<file path="config.mk">
export PLATFORM = sky130hd
export DESIGN_NAME = wildcard_star_regex_matcher_flat
export DESIGN_NICKNAME = d
export VERILOG_FILES = /design/src/wsrm_pkg.sv /design/src/wsrm_in_if.sv /design/src/wsrm_out_if.sv /design/src/wsrm_ram.sv /design/src/wildcard_star_regex_matcher.sv /design/src/flat_wrapper.sv
export VERILOG_INCLUDE_DIRS = /design/src /design/src/src
export SDC_FILE = /design/constraint.sdc
export NUM_CORES = 1
export LEC_CHECK = 0
export BUFFER_PORTS_ARGS = -buffer_cell sky130_fd_sc_hd__buf_4
export CORE_AREA = 4 4 97 145
export DETAILED_ROUTE_END_ITERATION = 8
export DIE_AREA = 0 0 101 149
export PLACE_DENSITY = 0.94
export SETUP_SLACK_MARGIN = 0.15
export SLEW_MARGIN = 30
export SYNTH_ARGS = -nofsm -noshare
export SYNTH_HDL_FRONTEND = slang
export SYNTH_SLANG_ARGS = --single-unit
export TNS_END_PERCENT = 5
</file>
<file path="constraint.sdc">
create_clock -name clk -period 6.4 [get_ports clk]
set_clock_uncertainty 0.15 [all_clocks]
set_input_delay 0.96 -clock clk [delete_from_list [all_inputs] [get_ports clk]]
set_output_delay 0.96 -clock clk [all_outputs]
set_load 0.05 [all_outputs]
</file>
<file path="src/wildcard_star_regex_matcher_macros.svh">
// Assertion macros for the matcher RTL.
`ifndef WILDCARD_STAR_REGEX_MATCHER_MACROS_SVH
`define WILDCARD_STAR_REGEX_MATCHER_MACROS_SVH

// Same-cycle implication, checked out of reset.
`define WSRM_ASSERT_NOW(label, ante, cons) \
    label: assert property (@(posedge clk) disable iff (!rst_n) (ante) |-> (cons)) \
        else $error("matcher assertion failed");

// Next-cycle implication, checked out of reset.
`define WSRM_ASSERT_NEXT(label, ante, cons) \
    label: assert property (@(posedge clk) disable iff (!rst_n) (ante) |=> (cons)) \
        else $error("matcher assertion failed");

`endif

</file>
<file path="src/wsrm_pkg.sv">
// Shared types and constants of the wildcard/star matcher.
package wsrm_pkg;

    localparam int PATTERN_DEPTH_DEF = 16;

    localparam logic [7:0] SYM_STAR = 8'd42;
    localparam logic [7:0] SYM_DOT  = 8'd46;

    typedef enum logic [1:0] {
        OP_CLEAR  = 2'd0,
        OP_APPEND = 2'd1,
        OP_BEGIN  = 2'd2,
        OP_TEXT   = 2'd3
    } op_t;

    typedef enum logic [1:0] {
        ST_IDLE,
        ST_START,
        ST_SWEEP,
        ST_EMIT
    } state_t;

endpackage

</file>
<file path="src/wsrm_in_if.sv">
// Input channel: operation and symbol with valid/ready.
interface wsrm_in_if;
    import wsrm_pkg::*;

    logic       valid;
    logic       ready;
    op_t        operation;
    logic [7:0] symbol;

    modport source (output valid, output operation, output symbol, input ready);
    modport sink   (input valid, input operation, input symbol, output ready);
endinterface

</file>
<file path="src/wsrm_out_if.sv">
// Result channel: match bit and overflow flag with valid/ready.
interface wsrm_out_if;
    logic valid;
    logic ready;
    logic matched;
    logic pattern_overflow;

    modport source (output valid, output matched, output pattern_overflow, input ready);
    modport sink   (input valid, input matched, input pattern_overflow, output ready);
endinterface

</file>
<file path="src/wsrm_ram.sv">
// Generic single-write, single-read RAM with registered read data.
module wsrm_ram #(
    parameter int WIDTH = 8,
    parameter int DEPTH = 16
) (
    input  logic                     clk,
    input  logic                     we,
    input  logic [$clog2(DEPTH)-1:0] waddr,
    input  logic [WIDTH-1:0]         wdata,
    input  logic [$clog2(DEPTH)-1:0] raddr,
    output logic [WIDTH-1:0]         rdata
);
    logic [WIDTH-1:0] mem [DEPTH];

    always_ff @(posedge clk)
    begin
        if (we)
        begin
            mem[waddr] <= wdata;
        end
        rdata <= mem[raddr];
    end
endmodule

</file>
<file path="src/wildcard_star_regex_matcher.sv">
// Top level of the wildcard/star whole-text matcher.
// The pattern ('.' matches any byte, '*' repeats the element before it) is
// loaded one byte per transfer into a RAM of PATTERN_DEPTH bytes; a byte past
// capacity is dropped and sets the sticky pattern_overflow flag, which only a
// clear-pattern operation resets. One dynamic-programming row, one bit per
// pattern prefix, is held in registers. Every operation rebuilds or advances
// that row by sweeping the pattern RAM through its single read port, one
// pattern byte per cycle: an item passes through accept, read launch and one
// sweep step per stored pattern byte, and begin-text and text-byte operations
// then load the result register, waiting while the output slot is full, so
// the rate is set by the pattern length and that one read port.
// The input side takes a new transfer while a result still waits on the
// output side. Clear and append give no result; begin and text give one.
// A leading '*' has no element to repeat, so its prefix never matches.
`include "wildcard_star_regex_matcher_macros.svh"

module wildcard_star_regex_matcher #(
    parameter int PATTERN_DEPTH = wsrm_pkg::PATTERN_DEPTH_DEF
) (
    input  logic       clk,
    input  logic       rst_n,
    wsrm_in_if.sink    items,
    wsrm_out_if.source results
);
    import wsrm_pkg::*;

    localparam int LEN_W  = $clog2(PATTERN_DEPTH + 1);
    localparam int ADDR_W = $clog2(PATTERN_DEPTH);
    localparam logic [LEN_W-1:0] DEPTH_L = LEN_W'(PATTERN_DEPTH);
    localparam logic [LEN_W-1:0] ONE_L   = LEN_W'(1);

    // Control state
    state_t                 state_reg, state_next;
    logic [LEN_W-1:0]       len_reg;
    logic [LEN_W-1:0]       j_reg;
    logic                   flag_reg;
    logic [PATTERN_DEPTH:0] row_reg;
    logic                   out_valid_reg;

    // Item payload and sweep carries
    op_t        op_reg;
    logic [7:0] sym_reg;
    logic [7:0] prev_reg;      // pattern byte j-2
    logic       n1_reg;        // new row bit j-1
    logic       n2_reg;        // new row bit j-2
    logic       old_prev_reg;  // old row bit j-1
    logic       matched_reg;
    logic       ovf_reg;

    // RAM ports
    logic              ram_we;
    logic [ADDR_W-1:0] ram_waddr;
    logic [ADDR_W-1:0] ram_raddr;
    logic [7:0]        ram_rdata;

    logic accept;
    logic has_result;
    logic out_free;
    logic start_mode;
    logic not_first;
    logic old_j;
    logic new_bit;

    wsrm_ram #(
        .WIDTH(8),
        .DEPTH(PATTERN_DEPTH)
    ) u_pattern_ram (
        .clk  (clk),
        .we   (ram_we),
        .waddr(ram_waddr),
        .wdata(items.symbol),
        .raddr(ram_raddr),
        .rdata(ram_rdata)
    );

    assign accept     = items.valid && items.ready;
    assign has_result = op_reg inside {OP_BEGIN, OP_TEXT};
    assign out_free   = !out_valid_reg || results.ready;
    // Clear, append and begin all rebuild the empty-text row.
    assign start_mode = (op_reg != OP_TEXT);
    assign not_first  = (j_reg != ONE_L);
    assign old_j      = row_reg[j_reg];

    // One DP cell: row bit j from pattern byte j-1 (RAM data) and the carries.
    always_comb
    begin
        new_bit = 1'b0;
        if (start_mode)
        begin
            new_bit = (ram_rdata == SYM_STAR) && not_first && n2_reg;
        end
        else if (ram_rdata == SYM_STAR)
        begin
            new_bit = not_first &&
                      (n2_reg || n1_reg ||
                       (old_j && (prev_reg == SYM_DOT || prev_reg == sym_reg)));
        end
        else if (ram_rdata == SYM_DOT)
        begin
            new_bit = old_prev_reg;
        end
        else
        begin
            new_bit = old_prev_reg && (ram_rdata == sym_reg);
        end
    end

    // Next state
    always_comb
    begin
        state_next = state_reg;
        case (state_reg)
            ST_IDLE:
            begin
                if (accept)
                begin
                    state_next = ST_START;
                end
            end
            ST_START:
            begin
                if (len_reg != '0)
                begin
                    state_next = ST_SWEEP;
                end
                else
                begin
                    state_next = has_result ? ST_EMIT : ST_IDLE;
                end
            end
            ST_SWEEP:
            begin
                if (j_reg == len_reg)
                begin
                    state_next = has_result ? ST_EMIT : ST_IDLE;
                end
            end
            ST_EMIT:
            begin
                if (out_free)
                begin
                    state_next = ST_IDLE;
                end
            end
            default:
            begin
                state_next = ST_IDLE;
            end
        endcase
    end

    // Outputs of the sequencer
    always_comb
    begin
        items.ready = 1'b0;
        ram_raddr   = '0;
        ram_we      = 1'b0;
        ram_waddr   = len_reg[ADDR_W-1:0];
        case (state_reg)
            ST_IDLE:
            begin
                items.ready = 1'b1;
                ram_we      = accept && (items.operation == OP_APPEND) &&
                              (len_reg < DEPTH_L);
            end
            ST_START:
            begin
                ram_raddr = '0;
            end
            ST_SWEEP:
            begin
                // launch the read of the next pattern byte
                ram_raddr = j_reg[ADDR_W-1:0];
            end
            ST_EMIT:
            begin
                ram_raddr = '0;
            end
            default:
            begin
                ram_raddr = '0;
            end
        endcase
    end

    always_ff @(posedge clk or negedge rst_n)
    begin
        if (!rst_n)
        begin
            state_reg     <= ST_IDLE;
            len_reg       <= '0;
            j_reg         <= ONE_L;
            flag_reg      <= 1'b0;
            row_reg       <= {{PATTERN_DEPTH{1'b0}}, 1'b1};
            out_valid_reg <= 1'b0;
        end
        else
        begin
            state_reg <= state_next;
            // Load a new result when the slot frees; otherwise drop a taken one.
            if (state_reg == ST_EMIT && out_free)
            begin
                out_valid_reg <= 1'b1;
            end
            else if (results.ready)
            begin
                out_valid_reg <= 1'b0;
            end
            case (state_reg)
                ST_IDLE:
                begin
                    if (accept)
                    begin
                        if (items.operation == OP_CLEAR)
                        begin
                            len_reg  <= '0;
                            flag_reg <= 1'b0;
                        end
                        else if (items.operation == OP_APPEND)
                        begin
                            if (len_reg < DEPTH_L)
                            begin
                                len_reg <= len_reg + ONE_L;
                            end
                            else
                            begin
                                flag_reg <= 1'b1;
                            end
                        end
                    end
                end
                ST_START:
                begin
                    row_reg[0] <= start_mode;
                    j_reg      <= ONE_L;
                end
                ST_SWEEP:
                begin
                    row_reg[j_reg] <= new_bit;
                    j_reg          <= j_reg + ONE_L;
                end
                default:
                begin
                    j_reg <= ONE_L;
                end
            endcase
        end
    end

    // Payload and sweep carries: no reset needed
    always_ff @(posedge clk)
    begin
        if (accept)
        begin
            op_reg  <= items.operation;
            sym_reg <= items.symbol;
        end
        if (state_reg == ST_START)
        begin
            n1_reg       <= start_mode;
            old_prev_reg <= row_reg[0];
        end
        if (state_reg == ST_SWEEP)
        begin
            n2_reg       <= n1_reg;
            n1_reg       <= new_bit;
            old_prev_reg <= old_j;
            prev_reg     <= ram_rdata;
        end
        if (state_reg == ST_EMIT && out_free)
        begin
            matched_reg <= row_reg[len_reg];
            ovf_reg     <= flag_reg;
        end
    end

    assign results.valid            = out_valid_reg;
    assign results.matched          = matched_reg;
    assign results.pattern_overflow = ovf_reg;

    // Assertions
    `WSRM_ASSERT_NOW(a_len_bound, 1'b1, len_reg <= DEPTH_L)
    `WSRM_ASSERT_NOW(a_sweep_range, state_reg == ST_SWEEP, j_reg >= ONE_L && j_reg <= len_reg)
    `WSRM_ASSERT_NOW(a_emit_has_result, state_reg == ST_EMIT, op_reg == OP_BEGIN || op_reg == OP_TEXT)
    `WSRM_ASSERT_NOW(a_flag_rise, $rose(flag_reg), $past(accept) && $past(items.operation) == OP_APPEND)

endmodule

</file>
<file path="src/flat_wrapper.sv">
// flat-port wrapper written by rule: the top's interface ports become plain ports
module wildcard_star_regex_matcher_flat import wsrm_pkg::*;
#(
    parameter int PATTERN_DEPTH = wsrm_pkg::PATTERN_DEPTH_DEF
)
  (clk, rst_n, items_valid, items_operation, items_symbol, items_ready, results_valid, results_matched, results_pattern_overflow, results_ready);
  wsrm_in_if items_i ();
  wsrm_out_if results_i ();
  input  logic clk;
  input  logic rst_n;
  input wire logic [$bits(items_i.valid)-1:0] items_valid;
  input wire logic [$bits(items_i.operation)-1:0] items_operation;
  input wire logic [$bits(items_i.symbol)-1:0] items_symbol;
  output wire logic [$bits(items_i.ready)-1:0] items_ready;
  output wire logic [$bits(results_i.valid)-1:0] results_valid;
  output wire logic [$bits(results_i.matched)-1:0] results_matched;
  output wire logic [$bits(results_i.pattern_overflow)-1:0] results_pattern_overflow;
  input wire logic [$bits(results_i.ready)-1:0] results_ready;
  assign items_i.valid = items_valid;
  assign items_i.operation = items_operation;
  assign items_i.symbol = items_symbol;
  assign items_ready = items_i.ready;
  assign results_valid = results_i.valid;
  assign results_matched = results_i.matched;
  assign results_pattern_overflow = results_i.pattern_overflow;
  assign results_i.ready = results_ready;
  wildcard_star_regex_matcher #(.PATTERN_DEPTH(PATTERN_DEPTH)) u_core (.clk(clk), .rst_n(rst_n), .items(items_i), .results(results_i));
endmodule
</file>
Word level (Yosys, flattened, before mapping)
Memory sizes are Yosys's and may differ from the RTL's. A register that Yosys moved wholly into a read port is not among the register bits.
Index checks and enable logic that the tools add are counted.
{ "word_totals": {"wordCells": 101, "in_bits": 14, "memories": 1, "register_bits": 54, "ram_bits": 128, "out_inout_bits": 4} }
{ "memory_table": {"columns": ["memory", "words", "word_bits", "read_ports", "rd_ports_with_merged_regs", "wr", "line_no", "source"], "rows": [
  ["u_core.u_pattern_ram.mem", 16, 8, 1, 1, 1, "wsrm_ram.sv:13", "logic [WIDTH-1:0] mem [DEPTH];"]
]} }
{ "classes": {"n_mux": 35, "eq_ne": 18, "reduce_logical": 26, "n_addsub": 2, "magnitude_cmp": 4} }
{ "op_table": {"columns": ["op", "count"], "rows": [
  ["$eq A8 B6 Y1 const B", 3],
  ["$mux W1", 19],
  ["$bwmux W17", 1],
  ["$eq A8 B8 Y1", 2],
  ["$mux W5", 3],
  ["$lt A5 B6 Y1 const B", 2],
  ["$add A5 B1 Y5 const B", 2],
  ["$bmux W1 S5", 2],
  ["$logic_and A1 B1 Y1", 10],
  ["$mux W2", 5],
  ["$pmux W5 S2", 1],
  ["$reduce_bool A2 Y1", 5],
  ["$eq A2 B2 Y1 const B", 4],
  ["$pmux W2 S4", 1],
  ["$reduce_and A4 Y1", 2],
  ["$ne A2 B1 Y1 const B", 3],
  ["$demux W1 S5", 1],
  ["$eq A5 B5 Y1", 1],
  ["$ge A5 B1 Y1 const B", 1],
  ["$lt A5 B5 Y1 const B", 1],
  ["$ne A5 B1 Y1 const B", 1],
  ["$reduce_bool A5 Y1", 1],
  ["$eq A2 B1 Y1 const B", 2],
  ["$logic_not A2 Y1", 2],
  ["other kinds (6)", 10]
]} }

Logic depth before layout (Yosys ltp)
Gate-level depths: netlist of the first run.
{ "depth": {"word_depth": 9, "depth_mapped": 10, "mapped_depth_nobuf": 7} }

Modules after synthesis
A second synthesis of the first run with hierarchy kept.
{ "unflattened": {"hier_cells": 510, "hier_area_um2": 8272.9} }
{ "modules_own_cells": {"columns": ["module", "cells_per_inst", "area_each_um2", "seq_area_each_um2", "instances"], "rows": [
  ["wsrm_ram", 229, 5147.4, 4003.8, 1],
  ["wildcard_star_regex_matcher", 281, 3125.5, 1468.9, 1]
]} }

Least setup slack after synthesis of the first run
Ideal clock, no wire load.
{ "synth_path": {"path_type": "register to register", "startpoint": "register u_core.state_reg[0]", "endpoint": "memory u_core.u_pattern_ram.mem[3][0] (enable)", "setup_ps": 370, "required_time_ps": 5880, "t_arrival_ps": 2208, "period_less_slack_ps": 2728, "path_slack_ps": 3672, "n_path_buf": 1, "path_stages_with_launch": 9, "cell_sequence": "dfrtp_1 > inv_1 > ha_1 > and3b_1 > clkbuf_1 > nand2_1 > nor2_1 > nand2_1 > nor2_1"} }
{ "synth_via": {"elab_chain_len": 8} }
{ "synth_rtl": {"columns": ["item", "line_no", "source"], "rows": [
  ["from (decl)", "wildcard_star_regex_matcher.sv:33", "state_t state_reg, state_next;"],
  ["from (signal assigned)", "wildcard_star_regex_matcher.sv:199", "state_reg <= state_next;"],
  ["$logic_not A2 Y1", "wildcard_star_regex_matcher.sv:159", "case (state_reg)"],
  ["$mux W1", "wildcard_star_regex_matcher.sv:159", null],
  ["named net items_ready", "flat_wrapper.sv:14", "output wire logic [$bits(items_i.ready)-1:0] items_ready;"],
  ["$logic_and A1 B1 Y1", "wildcard_star_regex_matcher.sv:76", "assign accept = items.valid && items.ready;"],
  ["$logic_and A1 B1 Y1 (2 in series)", "wildcard_star_regex_matcher.sv:163", "ram_we = accept && (items.operation == OP_APPEND) &&"],
  ["$mux W1", "wildcard_star_regex_matcher.sv:159", null],
  ["$mux W1", "wsrm_ram.sv:17", "if (we)"],
  ["$mux W1 (not written as such)", "wsrm_ram.sv:19", "mem[waddr] <= wdata;"],
  ["to (decl)", "wsrm_ram.sv:13", null]
]} }
The timed path passes the listed nets, and every way through them passes these cells.

Worst setup path in the final report of the first run
{ "layout_path": {"startpoint": "register u_core.state_reg[0]", "endpoint": "memory u_core.u_pattern_ram.mem[1][7] (enable)"} }
{ "layout_via": {"elab_chain_len": 8} }
{ "layout_rtl": {"columns": ["item", "line_no"], "rows": [
  ["$logic_not A2 Y1 (*)", "wildcard_star_regex_matcher.sv:159"],
  ["$mux W1", "wildcard_star_regex_matcher.sv:159"],
  ["$logic_and A1 B1 Y1", "wildcard_star_regex_matcher.sv:76"],
  ["$logic_and A1 B1 Y1 (2 in series)", "wildcard_star_regex_matcher.sv:163"],
  ["$mux W1 (*)", "wildcard_star_regex_matcher.sv:159"],
  ["$mux W1 (*)", "wsrm_ram.sv:17"],
  ["$mux W1 (not written as such) (*)", "wsrm_ram.sv:19"]
]} }
Mark *: on every way between the ends. The rest lies on a longest branch, timed or not.

==> results of run 1 <==
final cells by class:
class | count | area, um^2 | share of cell area
sequential | 190 | 5480 | 0.607
multi-input combinational | 367 | 2610 | 0.289
clock buffer | 18 | 429 | 0.0475
tap | 159 | 199 | 0.0220
timing repair buffer | 19 | 143 | 0.0158
clock inverter | 13 | 139 | 0.0154
inverter | 9 | 33.8 | 0.00374
cell families after synthesis:
| group | Yosys count | share of synthesized area |
|---|---|---|
| and+or+nand+nor | 140 | 0.0804 |
| DFF | 190 | 0.662 |
| adders and majority gates | 12 | 0.0182 |
| AOI/OAI and AO/OA | 135 | 0.102 |
| xor gates and xnor gates | 21 | 0.0222 |
| buffers and inverters | 42 | 0.0235 |
| muxes | 59 | 0.0914 |
per-layer routing:
metal | global-route usage | vias to the layer above | part of all wire
met3 | 0.0547 | 143 | 0.098
li1 | - | 2295 | -
met2 | 0.460 | 489 | 0.50
met4 | 0.169 | 0 | 0.078
met5 | 0 | - | 0
met1 | 0.334 | 2547 | 0.33
Yosys cell counts, drive strengths merged (2+ instances only):
library cell  instances  area [um^2]
o22ai                 2         12.5
a41oi                 5         43.8
buf                  17          100
nand2                39          149
a32o                  9         90.1
dfxtp                 8          160
nor3b                 3         22.5
o21ai                35          175
inv                   9         33.8
nand4                 5         31.3
or2                   3         18.8
o211ai                2         15.0
a22oi                 9         67.6
a221oi                8         70.1
dfrtp                29          726
nand2b                3         18.8
edfxtp              151         4530
clkbuf               16         60.1
o31ai                 2         15.0
xnor2                11         96.3
dfstp                 2         52.6
nand4b                2         17.5
nor4b                 3         32.5
mux2i                17          170
nor3                  4         20.0
xor2                 10         87.6
nor2b                 5         31.3
mux4                  9          214
mux2                 33          372
and3b                 2         17.5
a21oi                44          220
a31oi                14         87.6
nor2                 57          214
ha                   12          150
nand3                 7         40.0
worst max-delay path, delay by kind of cell, from the launching register on:
family                   cells  cell delay, ns
buffers and inverters        1            0.12
flip-flops                   1            0.40
adder cells (fa/ha/maj)      1            0.44
AND/OR/NAND/NOR              5            1.73
cells in the final DEF (no fill, tap or decap), types with 5 or more instances in the layout:
| cell | instances |
|---|---|
| a221oi_1 | 8 |
| dfxtp_1 | 8 |
| xor2_1 | 10 |
| dfrtp_1 | 28 |
| mux4_2 | 6 |
| edfxtp_1 | 151 |
| a31oi_1 | 14 |
| a22oi_1 | 9 |
| o21ai_0 | 34 |
| mux2i_1 | 17 |
| nor2b_1 | 5 |
| mux2_2 | 33 |
| clkbuf_16 | 17 |
| nand4_1 | 5 |
| buf_4 | 19 |
| nand3_1 | 6 |
| xnor2_1 | 11 |
| nand2_1 | 38 |
| nor2_1 | 55 |
| a32o_1 | 9 |
| a21oi_1 | 44 |
| ha_1 | 12 |
| a41oi_1 | 5 |
| inv_1 | 8 |
worst min-delay path by stage:
stage,to,slack [ns],cells after the start,start
2_1_floorplan,u_core.results.pattern_overflow,0.28,0,u_core.flag_reg
3_3_place_gp,u_core.n2_reg,0.29,0,u_core.n1_reg
3_5_place_dp,u_core.n2_reg,0.30,0,u_core.n1_reg
4_1_cts,u_core.row_reg[1],0.31,1,rst_n
5_1_grt,u_core.row_reg[2],0.32,1,rst_n
6_report,u_core.row_reg[13],0.29,1,rst_n
power by group through the flow:
| stage | Clock, mW | Sequential (mW) | Combinational [mW] |
|---|---|---|---|
| 3_3_place_gp | 0 | 1.60 | 0.680 |
| 2_1_floorplan | 0 | 1.54 | 0.573 |
| 5_1_grt | 1.08 | 1.61 | 0.778 |
| 6_report | 1.03 | 1.60 | 0.734 |
| 4_1_cts | 1.03 | 1.59 | 0.719 |
| 3_5_place_dp | 0 | 1.61 | 0.704 |
==> flow_summary.json, run 1 <==
{
  "outcome": "completed",
  "grt_remaining_overflow": 0,
  "cp.required_ns": 6.32,
  "p_total_mw": 3.36,
  "synthDistinctLibCells": 56,
  "finalWirelength_um": 19900,
  "clk_pin_slew_ns": 0.07,
  "dieArea_mm2": 0.0150,
  "post-place-ws_ns": 3.14,
  "synth-async-reset-ratio": 0.163,
  "vdd_ir_drop_max_uv": 228,
  "fin_crit_sh": 0.501,
  "coreArea_mm2": 0.0128,
  "dp_hpwl_um": 12500,
  "min_period_ns": 3.21,
  "route.detailed.drc": 0,
  "post_cts_resized": 0,
  "p_comb_frac": 0.218,
  "cts_root_buffer": "clkbuf_16",
  "final.setup.worst_slack_ns": 3.19,
  "num_rows": 51,
  "grt_pass1_wl_um": 30700,
  "r2r_setup_slack_ns": 3.19,
  "synth-seq-cells": 190,
  "criticalPathCategory": "reg -> reg",
  "postLayoutCellArea_mm2": 0.00903,
  "synth_edf_count": 151,
  "syn_to_final_growth_pct": 9.23,
  "path_max_fanout": 12,
  "p_seq_frac": 0.476,
  "synth_cells": 599,
  "htreeDepth": 4,
  "synth_nets": 625,
  "postCtsHoldBufs": 0,
  "worst_slew_pin_slew_ns": 0.857,
  "reg2reg_to": "u_core.u_pattern_ram.mem[1][7]",
  "insertion_delay_ns": 0.44,
  "grt_pass1_vias": 5403,
  "finalMaxSlewViolations": 0,
  "cts-buffers-inserted": 17,
  "cts_sinks": 190,
  "cts_tree": "done",
  "relSlewSlack": 0.427,
  "finalHoldViolCount": 0,
  "avgSynthCellArea_um2": 13.8,
  "crit_path_top_delay_cell": "nor2_1",
  "drv_cap": 0,
  "regToRegStartpoint": "u_core.state_reg[0]",
  "routabilityCongestion": 1.01,
  "grt_setup_unrepaired": "false",
  "dp_cells": 744,
  "post_synth_instance_area_mm2": 0.00827,
  "rr_worst_depth": 7,
  "arrival_ns": 3.12,
  "drtIter0Drc": 762,
  "finalNonFillerCells": 775,
  "p_sw_mw": 1.03,
  "fp.dieW_um": 101,
  "switching_share": 0.307,
  "fill_cells": 744,
  "fmax_mhz": 312,
  "powerDensity_mw_per_mm2": 372,
  "ioPinCount": 18,
  "critPathLaunchType": "flip-flop",
  "diodes": 0,
  "avgRoutedWirePerCell_um": 25.6,
  "slowest_delay_ns": 0.61,
  "finalNetCount": 630,
  "critPathCaptureType": "flip-flop",
  "synth_top_flop_cell": "edfxtp_1",
  "path_cells": "inv_1 -> ha_1 -> and3b_1 -> nand2_1 -> nor2_1 -> nand2_1 -> nor2_1",
  "initial_core_util": 0.645,
  "hold_ws_ns": 0.294,
  "die-height_um": 149,
  "dpl_cell_area_mm2": 0.00845,
  "portBuffers": 17,
  "p_int_mw": 2.33,
  "clockBufferDepth": 2,
  "yosys_warnings": 0,
  "post_cts_buffers": 0,
  "final_util": 0.704,
  "largest_reg_flops": 128,
  "antenna_found_initial": 0,
  "ys_seq_area_frac": 0.662,
  "clockPowerShare": 0.306,
  "grt_use_total": 0.279,
  "grt_start_max_net_pins": 46,
  "avgViaCountPerCell": 7.06,
  "dr.pass1.iters": 8,
  "ant_nets": 0,
  "setup.worst_path.end": "u_core.u_pattern_ram.mem[1][7]",
  "setup_viol": 0,
  "fin_tns_setup_ns": 0,
  "crit_start": "u_core.state_reg[0]",
  "drive_gt1_frac": 0.162,
  "p_leak_nw": 3.21,
  "hold_class": "in -> async",
  "vias": 5474
}
No activity file was read; power rests on OpenSTA's default activity.
==> run 2, diff against run 1 <==
CORE_AREA = 4 4 100 149   (was 4 4 97 145)
DIE_AREA = 0 0 104 153   (was 0 0 101 149)
PLACE_DENSITY = 0.9   (was 0.94)
clock period = 3.14 ns   (was 6.4 ns; I/O delays follow)
==> run 2 against run 1 <==
Effect of this change: register-to-register slack got worse by 2.8 ns; first-iteration DRC count fell by 35%; hold slack got worse by 0.21 ns; worst setup slack got worse by 2.8 ns; core utilization fell by 2.3 points; final cell count rose by 3.1%; sequential share of layout area fell by 1.3 points; clock-buffer cell count did not move; fmax rose by 17%; sequential power rose by 99%; critical path type unchanged; largest power group unchanged.
==> flow_summary.json, run 2 (same netlist as run 1, synthesis figures left out) <==
{
  "coreArea_mm2": 0.0135,
  "final_cell_mix": "151 x edfxtp_1, 56 x nor2_1, 44 x a21oi_1, 38 x nand2_1, 38 x buf_4",
  "cts_root_buffer": "clkbuf_16",
  "largest_reg_flops": 128,
  "critPathLaunchType": "flip-flop",
  "crit_start": "u_core.state_reg[0]",
  "path_max_fanout": 8,
  "finalMaxSlewViolations": 0,
  "setup.worst_path.end": "u_core.u_pattern_ram.mem[10][6]",
  "fin_crit_sh": 0.875,
  "setup_viol": 0,
  "critPathCaptureType": "flip-flop",
  "arrival_ns": 2.66,
  "p_total_mw": 6.88,
  "mostFrequentLayoutCell": "edfxtp_1",
  "fmax_mhz": 364,
  "cp.required_ns": 3.05,
  "vias": 5241,
  "syn_to_final_growth_pct": 11.5,
  "dieArea_mm2": 0.0159,
  "num_rows": 52,
  "grt_util_met2": 0.415,
  "drive_gt1_frac": 0.188,
  "drv_cap": 0,
  "use_met1": 0.273,
  "post_cts_buffers": 0,
  "r2r_setup_slack_ns": 0.39,
  "finalWirelength_um": 18700,
  "clk_pin_slew_ns": 0.07,
  "grt_setup_unrepaired": "false",
  "whs_path_depth": 1,
  "antenna_found_initial": 0,
  "post_cts_resized": 0,
  "insertion_delay_ns": 0.43,
  "relSlewSlack": 0.535,
  "cts_tree": "done",
  "cts_sinks": 190,
  "postLayoutCellArea_mm2": 0.00922,
  "portBuffers": 17,
  "avgRoutedWirePerCell_um": 23.4,
  "dr.pass1.iters": 5,
  "reg2reg_to": "u_core.u_pattern_ram.mem[10][6]",
  "ioPinCount": 18,
  "ant_nets": 0,
  "cts-buffers-inserted": 17,
  "fill_cells": 919,
  "fin_tns_setup_ns": 0,
  "drtIter0Drc": 493,
  "dpl_cell_area_mm2": 0.00860,
  "route.detailed.drc": 0,
  "clockBufferDepth": 2,
  "avgViaCountPerCell": 6.56,
  "powerDensity_mw_per_mm2": 747,
  "outcome": "completed",
  "dp_hpwl_um": 12400,
  "grt_pass1_wl_um": 29100,
  "finalHoldViolCount": 0,
  "routabilityCongestion": 0.972,
  "grt_pass1_vias": 5355,
  "p_leak_nw": 3.34,
  "hold_path.startpoint": "items_operation[1]",
  "initial_core_util": 0.611,
  "grt_use_total": 0.240,
  "finalNetCount": 650,
  "diodes": 0,
  "grt_start_max_net_pins": 42,
  "worst_slew_pin_slew_ns": 0.695,
  "regToRegStartpoint": "u_core.state_reg[0]",
  "criticalPathCategory": "reg -> reg",
  "min_period_ns": 2.75,
  "hold_class": "in -> reg",
  "finalNonFillerCells": 799,
  "hold_ws_ns": 0.0826,
  "htreeDepth": 4,
  "dp_cells": 766,
  "fp.dieW_um": 104,
  "die-height_um": 153,
  "grt_remaining_overflow": 0,
  "top_usage_layer": "met2",
  "rr_worst_depth": 7,
  "met3_usage": 0.0477,
  "vdd_ir_drop_max_uv": 682
}
==> run 2: metal layers <==
| layer | part of all wire | wire length (um) | vias to the layer above |
|---|---|---|---|
| met5 | 0 | 0 | - |
| met4 | 0.061 | 1150 | 0 |
| met3 | 0.059 | 1110 | 76 |
| met2 | 0.52 | 9680 | 269 |
| met1 | 0.36 | 6760 | 2562 |
| li1 | - | - | 2334 |
==> run 2: final cells by class <==
type	count	area, um^2	share of cell area
flip-flops and latches	190	5470	0.594
multi-input cells	367	2610	0.283
clock buffers	18	429	0.0466
repair buffers	39	295	0.0320
well taps	162	203	0.0220
clock inverters	14	174	0.0189
inverters	9	33.8	0.00367
==> run 2: repair_timing <==
action | in CTS | in global routing
setup endpoints to repair | 0 | 0
hold endpoints to repair | 29 | 0
hold buffers | 1 | 0
==> run 2: power breakdown <==
group	leakage, nW	switching [mW]	internal, mW
sequential	1.85	0.234	2.95
clock	0.295	1.00	1.15
combinational	1.20	0.911	0.643
==> run 2: critical path, cell delays in order (launching register included) <==
cell,delay [ns]
dfrtp_1,0.40
inv_1,0.11
ha_1,0.17
and3b_1,0.38
nand2_1,0.13
nor2_1,0.30
nand2_1,0.19
nor2_1,0.55
==> run 2: worst min-delay path by stage <==
stage	to	slack, ns
final	u_core.op_reg[1]	0.08
after global placement	u_core.row_reg[7]	0.28
after detailed placement	u_core.row_reg[7]	0.28
after floorplan	u_core.flag_reg	0.03
after global routing	u_core.op_reg[1]	0.07
after CTS	u_core.op_reg[1]	0.07
==> run 2: stage by stage <==
step                utilization  worst slack, ns
floorplan                     -            0.412
global placement          0.635            0.606
detailed placement        0.635            0.454
CTS                       0.680            0.436
global route              0.681            0.247
finish                    0.681            0.392
==> run 3, diff against run 2 <==
BUFFER_PORTS_ARGS = -buffer_cell sky130_fd_sc_hd__buf_2   (was -buffer_cell sky130_fd_sc_hd__buf_4)
==> run 3 against run 2 <==
Effect of this change: fmax increased by 0.53%; critical path depth did not move; first-iteration DRC count grew 0.20%.
==> flow_summary.json, run 3 (same netlist as run 1, synthesis figures left out) <==
{
  "fin_tns_setup_ns": 0,
  "vdd_ir_drop_max_uv": 438,
  "setup_viol": 0,
  "fin_crit_sh": 0.871,
  "ioPinCount": 18,
  "relSlewSlack": 0.504,
  "powerDensity_mw_per_mm2": 748,
  "ant_nets": 0,
  "critPathCaptureType": "flip-flop",
  "die-height_um": 153,
  "coreArea_mm2": 0.0135,
  "grt_setup_unrepaired": "false",
  "r2r_setup_slack_ns": 0.41,
  "maxUsedRoutingLayer": "met4",
  "finalHoldViolCount": 0,
  "syn_to_final_growth_pct": 10.6,
  "worst_slew_pin_slew_ns": 0.744,
  "wl_met2_um": 9940,
  "postLayoutCellArea_mm2": 0.00915,
  "cts_root_buffer": "clkbuf_16",
  "avgViaCountPerCell": 6.70,
  "drv_cap": 0,
  "drtIter0Drc": 494,
  "critPathLaunchType": "flip-flop",
  "crit_family": "simple AND/OR/NAND/NOR gates",
  "min_period_ns": 2.73,
  "dpl_cell_area_mm2": 0.00854,
  "wl_met1_um": 6890,
  "reg2reg_to": "u_core.u_pattern_ram.mem[8][7]",
  "finalNetCount": 648,
  "largest_reg_flops": 128,
  "dp_cells": 764,
  "path_max_fanout": 8,
  "dieArea_mm2": 0.0159,
  "grt_start_max_net_pins": 40,
  "final_cell_mix": "151 x edfxtp_1, 56 x nor2_1, 44 x a21oi_1, 38 x nand2_1, 34 x o21ai_0",
  "clockBufferDepth": 2,
  "finalMaxSlewViolations": 0,
  "regToRegStartpoint": "u_core.state_reg[0]",
  "insertion_delay_ns": 0.43,
  "initial_core_util": 0.611,
  "num_rows": 52,
  "finalNonFillerCells": 796,
  "fp.dieW_um": 104,
  "whs_path_depth": 1,
  "criticalPathCategory": "reg -> reg",
  "rr_worst_depth": 7,
  "hold_path.startpoint": "items_operation[1]",
  "drive_gt1_frac": 0.186,
  "cts-buffers-inserted": 17,
  "finalWirelength_um": 19400,
  "cp.required_ns": 3.05,
  "crit_buf_inv": 1,
  "path_cells": "inv_1 -> ha_1 -> and3b_1 -> nand2_1 -> nor2_1 -> nand2_1 -> nor2_1",
  "cts_sinks": 190,
  "grt_remaining_overflow": 0,
  "final.setup.worst_slack_ns": 0.406,
  "cts_tree": "done",
  "whs_endpoint": "u_core.op_reg[1]",
  "clk_pin_slew_ns": 0.07,
  "antenna_found_initial": 0,
  "dr.pass1.iters": 6,
  "crit_path_top_delay_cell": "nor2_1",
  "vias": 5337,
  "crit_start": "u_core.state_reg[0]",
  "grt_pass1_vias": 5426,
  "mostFrequentLayoutCell": "edfxtp_1",
  "hold_class": "in -> reg",
  "hold_ws_ns": 0.0950,
  "routabilityCongestion": 0.929,
  "dp_hpwl_um": 12800,
  "diodes": 0,
  "outcome": "completed",
  "p_total_mw": 6.84,
  "final_util": 0.676,
  "post_cts_resized": 0,
  "fmax_mhz": 366,
  "arrival_ns": 2.65,
  "grt_pass1_wl_um": 30500,
  "avgRoutedWirePerCell_um": 24.3,
  "post-place-ws_ns": 0.501,
  "slowest_delay_ns": 0.55,
  "htreeDepth": 4,
  "portBuffers": 17,
  "grt_use_total": 0.250,
  "dr_wl_met3_um": 1310,
  "route.detailed.drc": 0,
  "p_leak_nw": 3.31
}
run 3: final cells by class:
class                           instances  area, um^2
Clock buffer                           17         425
Clock inverter                         14         165
Fill cell                             915        4390
Inverter                                9        33.8
Multi-Input combinational cell        367        2610
Sequential cell                       190        5470
Tap cell                              162         203
Timing Repair Buffer                   37         238
run 3: repair_timing:
action	CTS	global route
hold buffers	1	0
setup endpoints to repair	0	0
endpoints found under the hold margin	29	0
setup buffers	0	0
run 3: where the power goes:
| part | total [mW] | leakage, nW | switching [mW] | internal [mW] |
|---|---|---|---|---|
| clock network | 2.11 | 0.288 | 1.04 | 1.07 |
| registers | 3.18 | 1.85 | 0.233 | 2.95 |
| logic | 1.56 | 1.17 | 0.936 | 0.621 |
| total | 6.84 | 3.31 | 2.21 | 4.64 |
run 3: worst max path at each step:
stage,endpoint,slack [ns],cells after the start
after global placement,u_core.u_pattern_ram.mem[2][4],0.58,7
final,u_core.u_pattern_ram.mem[8][7],0.41,7
after CTS,u_core.u_pattern_ram.mem[8][4],0.45,7
after global routing,u_core.u_pattern_ram.mem[8][7],0.21,7
after floorplan,u_core.u_pattern_ram.mem[3][0],0.41,8
after detailed placement,u_core.u_pattern_ram.mem[8][4],0.50,7
run 3: metal layers:
metal / GRT usage / vias up
li1: - / 2318
met1: 0.292 / 2651
met2: 0.426 / 286
met3: 0.0477 / 82
met4: 0.156 / 0
met5: 0 / -
